File: config.mk
export PLATFORM = sky130hd
export DESIGN_NAME = button_hold_duration_tracker
export DESIGN_NICKNAME = d
export VERILOG_FILES = /design/src/sv/bhdt_pkg.sv /design/src/sv/bhdt_counters.sv /design/src/sv/bhdt_query.sv /design/src/sv/button_hold_duration_tracker.sv
export SDC_FILE = /design/constraint.sdc
export NUM_CORES = 2
export LEC_CHECK = 0
export BUFFER_PORTS_ARGS = -buffer_cell sky130_fd_sc_hd__buf_2
export CAP_MARGIN = 20
export CORE_ASPECT_RATIO = 1.1
export CORE_MARGIN = 1.5
export CORE_UTILIZATION = 55
export CTS_CLUSTER_SIZE = 16
export DETAILED_ROUTE_END_ITERATION = 12
export GPL_TIMING_DRIVEN = 0
export PLACE_DENSITY_LB_ADDON = 0.08
export RECOVER_POWER = 100
export SETUP_SLACK_MARGIN = 0.3
export SLEW_MARGIN = 10
export SYNTH_ARGS = -nofsm -noshare
export SYNTH_HDL_FRONTEND = slang
export SYNTH_SLANG_ARGS = --single-unit
File: constraint.sdc
create_clock -name clk_i -period 29.5 [get_ports clk_i]
set_input_delay 0 -clock clk_i [delete_from_list [all_inputs] [get_ports clk_i]]
set_output_delay 0 -clock clk_i [all_outputs]
set_load 0.005 [all_outputs]
File: src/sv/bhdt_pkg.sv
// Shared types and constants for the button hold duration tracker.
// Used by bhdt_counters, bhdt_query, button_hold_duration_tracker, duration_checker and tb.
// No dependencies.
package bhdt_pkg;

  // Run counter width and its symmetric saturation limit
  localparam int unsigned COUNT_WIDTH = 16;
  localparam int unsigned NUM_KEYS    = 14;
  localparam int unsigned KEY_IDX_W   = 4;

  // Result width and the width used while forming a query result
  localparam int unsigned OUT_WIDTH   = 16;
  localparam int unsigned QUERY_WIDTH = (COUNT_WIDTH > OUT_WIDTH) ? COUNT_WIDTH : OUT_WIDTH;

  typedef logic signed [COUNT_WIDTH-1:0] count_t;
  typedef count_t [NUM_KEYS-1:0]         count_arr_t;
  typedef logic [KEY_IDX_W-1:0]          key_idx_t;
  typedef logic signed [OUT_WIDTH-1:0]   duration_t;
  typedef logic signed [QUERY_WIDTH-1:0] query_val_t;

  localparam count_t COUNT_LIMIT = count_t'((64'd1 << (COUNT_WIDTH - 1)) - 64'd1);
  localparam count_t COUNT_ONE   = count_t'(1);
  localparam query_val_t OUT_LIMIT = query_val_t'(32767);

  // Operation codes
  localparam logic FUNC_TICK  = 1'b0;
  localparam logic FUNC_QUERY = 1'b1;

  // Counter slots
  localparam key_idx_t IDX_BACK = 4'd0;
  localparam key_idx_t IDX_DOWN = 4'd1;
  localparam key_idx_t IDX_FWD  = 4'd2;
  localparam key_idx_t IDX_UP   = 4'd3;

  // Status word bits
  localparam int unsigned ST_UP    = 0;
  localparam int unsigned ST_DOWN  = 1;
  localparam int unsigned ST_SIDE0 = 2;
  localparam int unsigned ST_SIDE1 = 3;

  // Key codes
  localparam logic [5:0] KEY_B         = 6'd0;
  localparam logic [5:0] KEY_D         = 6'd1;
  localparam logic [5:0] KEY_F         = 6'd2;
  localparam logic [5:0] KEY_U         = 6'd3;
  localparam logic [5:0] KEY_DB        = 6'd4;
  localparam logic [5:0] KEY_UB        = 6'd5;
  localparam logic [5:0] KEY_DF        = 6'd6;
  localparam logic [5:0] KEY_UF        = 6'd7;
  localparam logic [5:0] KEY_SB        = 6'd8;
  localparam logic [5:0] KEY_SD        = 6'd9;
  localparam logic [5:0] KEY_SF        = 6'd10;
  localparam logic [5:0] KEY_SU        = 6'd11;
  localparam logic [5:0] KEY_SDB       = 6'd12;
  localparam logic [5:0] KEY_SUB       = 6'd13;
  localparam logic [5:0] KEY_SDF       = 6'd14;
  localparam logic [5:0] KEY_SUF       = 6'd15;
  localparam logic [5:0] KEY_BTN_FIRST = 6'd16;
  localparam logic [5:0] KEY_BTN_LAST  = 6'd25;
  localparam logic [5:0] KEY_NEG_FIRST = 6'd26;
  localparam logic [5:0] KEY_NEG_LAST  = 6'd37;
  localparam logic [5:0] BTN_KEY_OFFSET = 6'd12;

  // Frame tick as handed to the counter bank
  typedef struct packed {
    logic        en;
    logic [13:0] status;
    logic        facing_left;
  } tick_t;

endpackage

File: src/sv/bhdt_counters.sv
// Bank of 14 saturating signed run counters with held flags.
// Depends on bhdt_pkg.
module bhdt_counters (
  input  logic                clk_i,
  input  logic                rst_ni,
  input  bhdt_pkg::tick_t     tick_i,
  output bhdt_pkg::count_arr_t counts_o
);

  logic [bhdt_pkg::NUM_KEYS-1:0] pressed;
  logic [bhdt_pkg::NUM_KEYS-1:0] held_q, held_d;
  bhdt_pkg::count_arr_t          count_q, count_d;
  logic                          bk, fw, up, dn;

  // Resolve facing and cancel opposite directions
  always_comb begin
    bk = tick_i.facing_left ? tick_i.status[bhdt_pkg::ST_SIDE1]
                            : tick_i.status[bhdt_pkg::ST_SIDE0];
    fw = tick_i.facing_left ? tick_i.status[bhdt_pkg::ST_SIDE0]
                            : tick_i.status[bhdt_pkg::ST_SIDE1];
    up = tick_i.status[bhdt_pkg::ST_UP];
    dn = tick_i.status[bhdt_pkg::ST_DOWN];
    pressed = tick_i.status;
    pressed[bhdt_pkg::IDX_BACK] = bk & ~fw;
    pressed[bhdt_pkg::IDX_DOWN] = dn & ~up;
    pressed[bhdt_pkg::IDX_FWD]  = fw & ~bk;
    pressed[bhdt_pkg::IDX_UP]   = up & ~dn;
  end

  // Restart on a change, otherwise step toward the held direction and saturate
  always_comb begin
    held_d  = held_q;
    count_d = count_q;
    if (tick_i.en) begin
      for (int i = 0; i < bhdt_pkg::NUM_KEYS; i++) begin
        held_d[i] = pressed[i];
        if (pressed[i] != held_q[i]) begin
          count_d[i] = pressed[i] ? bhdt_pkg::COUNT_ONE : -bhdt_pkg::COUNT_ONE;
        end else if (held_q[i]) begin
          if (count_q[i] != bhdt_pkg::COUNT_LIMIT) begin
            count_d[i] = count_q[i] + bhdt_pkg::COUNT_ONE;
          end
        end else begin
          if (count_q[i] != -bhdt_pkg::COUNT_LIMIT) begin
            count_d[i] = count_q[i] - bhdt_pkg::COUNT_ONE;
          end
        end
      end
    end
  end

  always_ff @(posedge clk_i or negedge rst_ni) begin
    if (!rst_ni) begin
      held_q  <= '0;
      count_q <= '0;
    end else begin
      held_q  <= held_d;
      count_q <= count_d;
    end
  end

  assign counts_o = count_q;

endmodule

File: src/sv/bhdt_query.sv
// Forms the duration for one key code from the run counters.
// Depends on bhdt_pkg.
module bhdt_query (
  input  bhdt_pkg::count_arr_t counts_i,
  input  logic [5:0]           key_code_i,
  output bhdt_pkg::duration_t  duration_o
);

  function automatic bhdt_pkg::query_val_t mx(bhdt_pkg::query_val_t a,
                                              bhdt_pkg::query_val_t b);
    return (a > b) ? a : b;
  endfunction

  function automatic bhdt_pkg::query_val_t mn(bhdt_pkg::query_val_t a,
                                              bhdt_pkg::query_val_t b);
    return (a < b) ? a : b;
  endfunction

  bhdt_pkg::query_val_t cb, cd, cf, cu, sel, res;
  logic                 neg;
  logic [5:0]           base;
  logic [5:0]           btn_off;

  // Sign-extend direction counters
  assign cb = bhdt_pkg::query_val_t'(counts_i[bhdt_pkg::IDX_BACK]);
  assign cd = bhdt_pkg::query_val_t'(counts_i[bhdt_pkg::IDX_DOWN]);
  assign cf = bhdt_pkg::query_val_t'(counts_i[bhdt_pkg::IDX_FWD]);
  assign cu = bhdt_pkg::query_val_t'(counts_i[bhdt_pkg::IDX_UP]);

  // Fold negated keys onto their plain form
  assign neg  = (key_code_i >= bhdt_pkg::KEY_NEG_FIRST) &&
                (key_code_i <= bhdt_pkg::KEY_NEG_LAST);
  assign base = neg ? (key_code_i - bhdt_pkg::KEY_NEG_FIRST) : key_code_i;
  assign btn_off = base - bhdt_pkg::BTN_KEY_OFFSET;

  // Select the base duration
  always_comb begin
    case (base)
      bhdt_pkg::KEY_B:   sel = mn(-mx(cd, cu), cb);
      bhdt_pkg::KEY_D:   sel = mn(-mx(cb, cf), cd);
      bhdt_pkg::KEY_F:   sel = mn(-mx(cd, cu), cf);
      bhdt_pkg::KEY_U:   sel = mn(-mx(cb, cf), cu);
      bhdt_pkg::KEY_DB:  sel = mn(cd, cb);
      bhdt_pkg::KEY_UB:  sel = mn(cu, cb);
      bhdt_pkg::KEY_DF:  sel = mn(cd, cf);
      bhdt_pkg::KEY_UF:  sel = mn(cu, cf);
      bhdt_pkg::KEY_SB:  sel = cb;
      bhdt_pkg::KEY_SD:  sel = cd;
      bhdt_pkg::KEY_SF:  sel = cf;
      bhdt_pkg::KEY_SU:  sel = cu;
      bhdt_pkg::KEY_SDB: sel = mn(-mx(cu, cf), mx(cd, cb));
      bhdt_pkg::KEY_SUB: sel = mn(-mx(cd, cf), mx(cu, cb));
      bhdt_pkg::KEY_SDF: sel = mn(-mx(cu, cb), mx(cd, cf));
      bhdt_pkg::KEY_SUF: sel = mn(-mx(cd, cb), mx(cu, cf));
      default: begin
        if (base >= bhdt_pkg::KEY_BTN_FIRST && base <= bhdt_pkg::KEY_BTN_LAST) begin
          sel = bhdt_pkg::query_val_t'(counts_i[btn_off[bhdt_pkg::KEY_IDX_W-1:0]]);
        end else begin
          sel = '0;
        end
      end
    endcase
  end

  // Apply negation and clip to the result range
  always_comb begin
    res = neg ? -sel : sel;
    if (res > bhdt_pkg::OUT_LIMIT) begin
      res = bhdt_pkg::OUT_LIMIT;
    end else if (res < -bhdt_pkg::OUT_LIMIT) begin
      res = -bhdt_pkg::OUT_LIMIT;
    end
  end

  assign duration_o = res[bhdt_pkg::OUT_WIDTH-1:0];

endmodule

File: src/sv/button_hold_duration_tracker.sv
// Button hold duration tracker: input register, counter bank and query logic, result register.
// Depends on bhdt_pkg, bhdt_counters and bhdt_query.
// A query passes from the input register to the result register; while the result register
// holds a stalled result, the query waits in the input register.
// Throughput: one item per cycle; the input stalls only while a query waits on a held result.
// Reset clears all run counters to 0, all held flags to released and both valid flags.
module button_hold_duration_tracker (
  input  logic                clk_i,
  input  logic                rst_ni,
  input  logic                in_valid_i,
  output logic                in_stall_o,
  input  logic                func_i,
  input  logic [13:0]         status_word_i,
  input  logic                facing_left_i,
  input  logic [5:0]          key_code_i,
  output logic                out_valid_o,
  input  logic                out_stall_i,
  output bhdt_pkg::duration_t duration_o
);

  logic                 s1_valid_q, s1_valid_d;
  logic                 s1_func_q;
  logic [13:0]          s1_status_q;
  logic                 s1_facing_q;
  logic [5:0]           s1_key_q;
  logic                 out_valid_q, out_valid_d;
  bhdt_pkg::duration_t  duration_q;
  bhdt_pkg::duration_t  query_dur;
  bhdt_pkg::count_arr_t counts;
  bhdt_pkg::tick_t      tick;
  logic                 out_free, s1_move, in_xfer, out_load;

  // Handshake between the stages
  assign out_free   = !out_valid_q || !out_stall_i;
  assign s1_move    = (s1_func_q == bhdt_pkg::FUNC_TICK) || out_free;
  assign in_stall_o = s1_valid_q && !s1_move;
  assign in_xfer    = in_valid_i && !in_stall_o;
  assign out_load   = s1_valid_q && (s1_func_q == bhdt_pkg::FUNC_QUERY) && out_free;

  assign s1_valid_d  = in_xfer || (s1_valid_q && !s1_move);
  assign out_valid_d = out_load || (out_valid_q && out_stall_i);

  // Input register
  always_ff @(posedge clk_i or negedge rst_ni) begin
    if (!rst_ni) begin
      s1_valid_q <= 1'b0;
    end else begin
      s1_valid_q <= s1_valid_d;
    end
  end

  always_ff @(posedge clk_i) begin
    if (in_xfer) begin
      s1_func_q   <= func_i;
      s1_status_q <= status_word_i;
      s1_facing_q <= facing_left_i;
      s1_key_q    <= key_code_i;
    end
  end

  // Apply a tick to the counters
  always_comb begin
    tick.en          = s1_valid_q && (s1_func_q == bhdt_pkg::FUNC_TICK);
    tick.status      = s1_status_q;
    tick.facing_left = s1_facing_q;
  end

  bhdt_counters u_counters (
    .clk_i    (clk_i),
    .rst_ni   (rst_ni),
    .tick_i   (tick),
    .counts_o (counts)
  );

  bhdt_query u_query (
    .counts_i   (counts),
    .key_code_i (s1_key_q),
    .duration_o (query_dur)
  );

  // Result register
  always_ff @(posedge clk_i or negedge rst_ni) begin
    if (!rst_ni) begin
      out_valid_q <= 1'b0;
    end else begin
      out_valid_q <= out_valid_d;
    end
  end

  always_ff @(posedge clk_i) begin
    if (out_load) begin
      duration_q <= query_dur;
    end
  end

  assign out_valid_o = out_valid_q;
  assign duration_o  = duration_q;

  // Only a query waiting on a held result may stall the input
  assert property (@(posedge clk_i) disable iff (!rst_ni)
    in_stall_o |-> (s1_valid_q && s1_func_q == bhdt_pkg::FUNC_QUERY && out_valid_q))
    else $error("input stalled without a blocked query");

  // A query leaving the input register shows up as a result
  assert property (@(posedge clk_i) disable iff (!rst_ni)
    (s1_valid_q && s1_func_q == bhdt_pkg::FUNC_QUERY && !in_stall_o) |=> out_valid_q)
    else $error("query lost between stages");

  // A tick never produces a result
  assert property (@(posedge clk_i) disable iff (!rst_ni)
    (s1_valid_q && s1_func_q == bhdt_pkg::FUNC_TICK && out_free) |=> !out_valid_q)
    else $error("tick produced a result");

endmodule

==> metrics <==
outcome finished with violations; failing checks capacitance limit, slew limit; Root Buffer clkbuf_16; Synth cell types 106; syn_area_per_cell 8.09 sq um; layout cells sized above 1 6.90%; Routed WL per cell 29.8 um; final hold slack 142 ps; Synth Register Bits 278; Layout Nets 4990; Yosys warning count 0; worst r2r path cells 38; final std cells w/o fill 5398; Clock Latency Late Sink 580 ps; Top FF cell, synth dfrtp_1; clock sink count 278; WP data required 29810 ps; R2R setup slack 14040 ps; post-DP HPWL 122000 um; most used cell, CP clkbuf_1; CP Max Fanout 10; CTS H-tree depth 2; IO Port Bufs 43; Synth Instances 4398; GP Congestion 1.15; Worst Clk Skew 18.0 ps; Rows 97; Total Wirelength 161000 um; cts bufs inserted 35; post-route ant nets 0; setup TNS 0 ps; number of enable-type register cells in the synthesized netlist 38; CTS tree built; Worst Setup Start Kind flop; worst min path class input port to flop; RSZ-0062 raised after global routing no; die width 246 um; Vias 37.5k; RR Startpoint u_counters.counts_o[40]$_DFFE_PN0P_; post-cts sizing count 0; Bufs on Longest Clock Path 3; crit path kind flop to flop; CP peak stage delay 1020 ps; global-route usage over all layers 47.5%; GRT overflow 0; initial DRC count 4523; # DRC 0; Fmax achieved 64.7 MHz; Slowest-stage cell, CP nor2_1; placed cell count 5298; DR pass1 iterations 8; maxcap violations 7; initial core utilization 55.7%; DR vias/cell 6.95; Crit. End Element flop; min cycle time layout 15460 ps; largest net degree at the start of global routing 104; I/O pins 44; synthesized net count 4860; period utilization 52.4%; fin. max-slew vios 294; Final Hold Violating Endpoints 0; Hold Path Stages 2; post-synthesis async set-or-reset flop share 86.3%; Cell Area, Synth 0.0356 sq mm; initial antenna violation count 12; Core ar. 0.0638 sq mm; vias in the first global route 35.7k; worst hold endpoint s1_key_q[1]$_DFFE_PP_; Die Ht 270 um; hold path start key_code_i[1]; Die Footprint 0.0662 sq mm; first-pass GRT wire length 234000 um; Worst-path clk slew 60 ps; slew margin rel. -288%; worst reg2reg path endpoint duration_o[14]$_SDFFCE_PN1P_; final setup fails 0; Seq/Total Area, Yosys 20.1%; CP arrival 15770 ps; Worst-Margin Slew 5810 ps; synth-to-layout area growth 8.04%
## flip-flops by register name, summed over array words and instances (netlist names)
| signal | cells |
|---|---|
| u_counters.counts_o | 224 |
| s1_func_q | 1 |
| s1_valid_q | 1 |
| s1_facing_q | 1 |
| s1_status_q | 14 |
| u_counters.held_q | 14 |
| s1_key_q | 6 |
| duration_o | 16 |
| out_valid_o | 1 |
## cells in the mapped netlist, types with 27 or more instances
cell type / n / area [sq um]
edfxtp_1: 38 / 1140
o21bai_1: 135 / 1010
xnor2_1: 253 / 2220
mux2i_1: 126 / 1260
nor2_1: 267 / 1000
o21ai_0: 224 / 1120
nor2b_1: 30 / 188
nor4_1: 77 / 482
clkbuf_1: 189 / 709
o31ai_1: 35 / 263
nor3_1: 92 / 460
a31oi_1: 29 / 181
inv_1: 275 / 1030
maj3_1: 66 / 661
o211ai_1: 38 / 285
nand2_1: 337 / 1260
o21a_1: 39 / 293
xor2_1: 43 / 377
nand3_1: 130 / 651
a21o_1: 58 / 435
a211oi_1: 34 / 255
nand4_1: 106 / 663
ha_1: 422 / 5280
dfrtp_1: 240 / 6010
a21oi_1: 495 / 2480
and3_1: 27 / 169
mux2_2: 135 / 1520
## worst max-delay path by stage
stage,startpoint,end,slack [ps],cells after the start
floorplan,u_counters.counts_o[49]$_DFFE_PN0P_,duration_o[10]$_SDFFCE_PN1P_,20200,39
global placement,u_counters.counts_o[40]$_DFFE_PN0P_,duration_o[4]$_SDFFCE_PN1P_,15990,38
detailed placement,u_counters.counts_o[40]$_DFFE_PN0P_,duration_o[14]$_SDFFCE_PN1P_,15880,38
CTS,u_counters.counts_o[40]$_DFFE_PN0P_,duration_o[14]$_SDFFCE_PN1P_,15840,38
global route,u_counters.counts_o[40]$_DFFE_PN0P_,duration_o[8]$_SDFFCE_PN1P_,14050,38
finish,u_counters.counts_o[40]$_DFFE_PN0P_,duration_o[14]$_SDFFCE_PN1P_,14040,38
## critical path, delay by kind of cell (launching register included)
family / cells / cell delay [ps]
AND/OR/NAND/NOR: 14 / 5120
buffers and inverters: 7 / 3550
AO/OA/AOI/OAI: 9 / 2810
multiplexers: 3 / 1450
adder cells (fa/ha/maj): 4 / 1300
flip-flops: 1 / 790
XOR/XNOR: 1 / 120
## cells by family after synthesis
family          Yosys count  share of synthesized area [%]
buf+inv                 510                           5.54
fa+ha+maj               502                           17.5
mux                     283                           9.16
flops                   278                           20.1
simple gates           1225                           17.2
xor+xnor                297                           7.33
compound gates         1303                           23.2
## area by class of cell
class,instances,area [sq um]
multi-input combinational,3610,26500
inverter,282,1060
clock buffer,51,987
fill,5799,25400
sequential,278,7150
clock inverter,12,165
tap,841,1050
antenna,3,7.51
buffer,228,912
timing repair buffer,93,618
## placed cells by master (no fill, tap or decap), types with 39 or more instances in the layout
master	count
a21o_1	58
a21oi_1	495
buf_2	53
clkbuf_1	222
dfrtp_1	240
ha_1	422
inv_1	275
maj3_1	66
mux2_2	133
mux2i_1	126
nand2_1	337
nand3_1	130
nand4_1	106
nor2_1	267
nor3_1	93
nor4_1	74
o21a_1	39
o21ai_0	225
o21bai_1	135
xnor2_1	253
xor2_1	43
## metal layers
| layer | GRT usage (%) | vias to the layer above | wire (um) |
|---|---|---|---|
| met1 | 58.0 | 17800 | 59700 |
| met5 | 0 | - | 113 |
| met4 | 35.8 | 12 | 15100 |
| met3 | 12.1 | 753 | 17600 |
| li1 | - | 16600 | - |
| met2 | 71.8 | 2371 | 68500 |
## what timing repair did
action | CTS | global route
buffers inserted | 0 | 0
hold buffers | 27 | 0
hold endpoints to repair | 185 | 0
## stage by stage
step / utilization [%] / setup slack [ps] / area [sq um]
floorplan: - / 20200 / 35600
global placement: 57.7 / 15990 / 36800
detailed placement: 58.1 / 15880 / 37100
CTS: 60.3 / 15840 / 38500
global route: 60.2 / 14050 / 38400
finish: 60.2 / 14040 / 38400
Power is not shown: default switching activity piles up to over one toggle a cycle in this logic, so the estimate is an artifact.
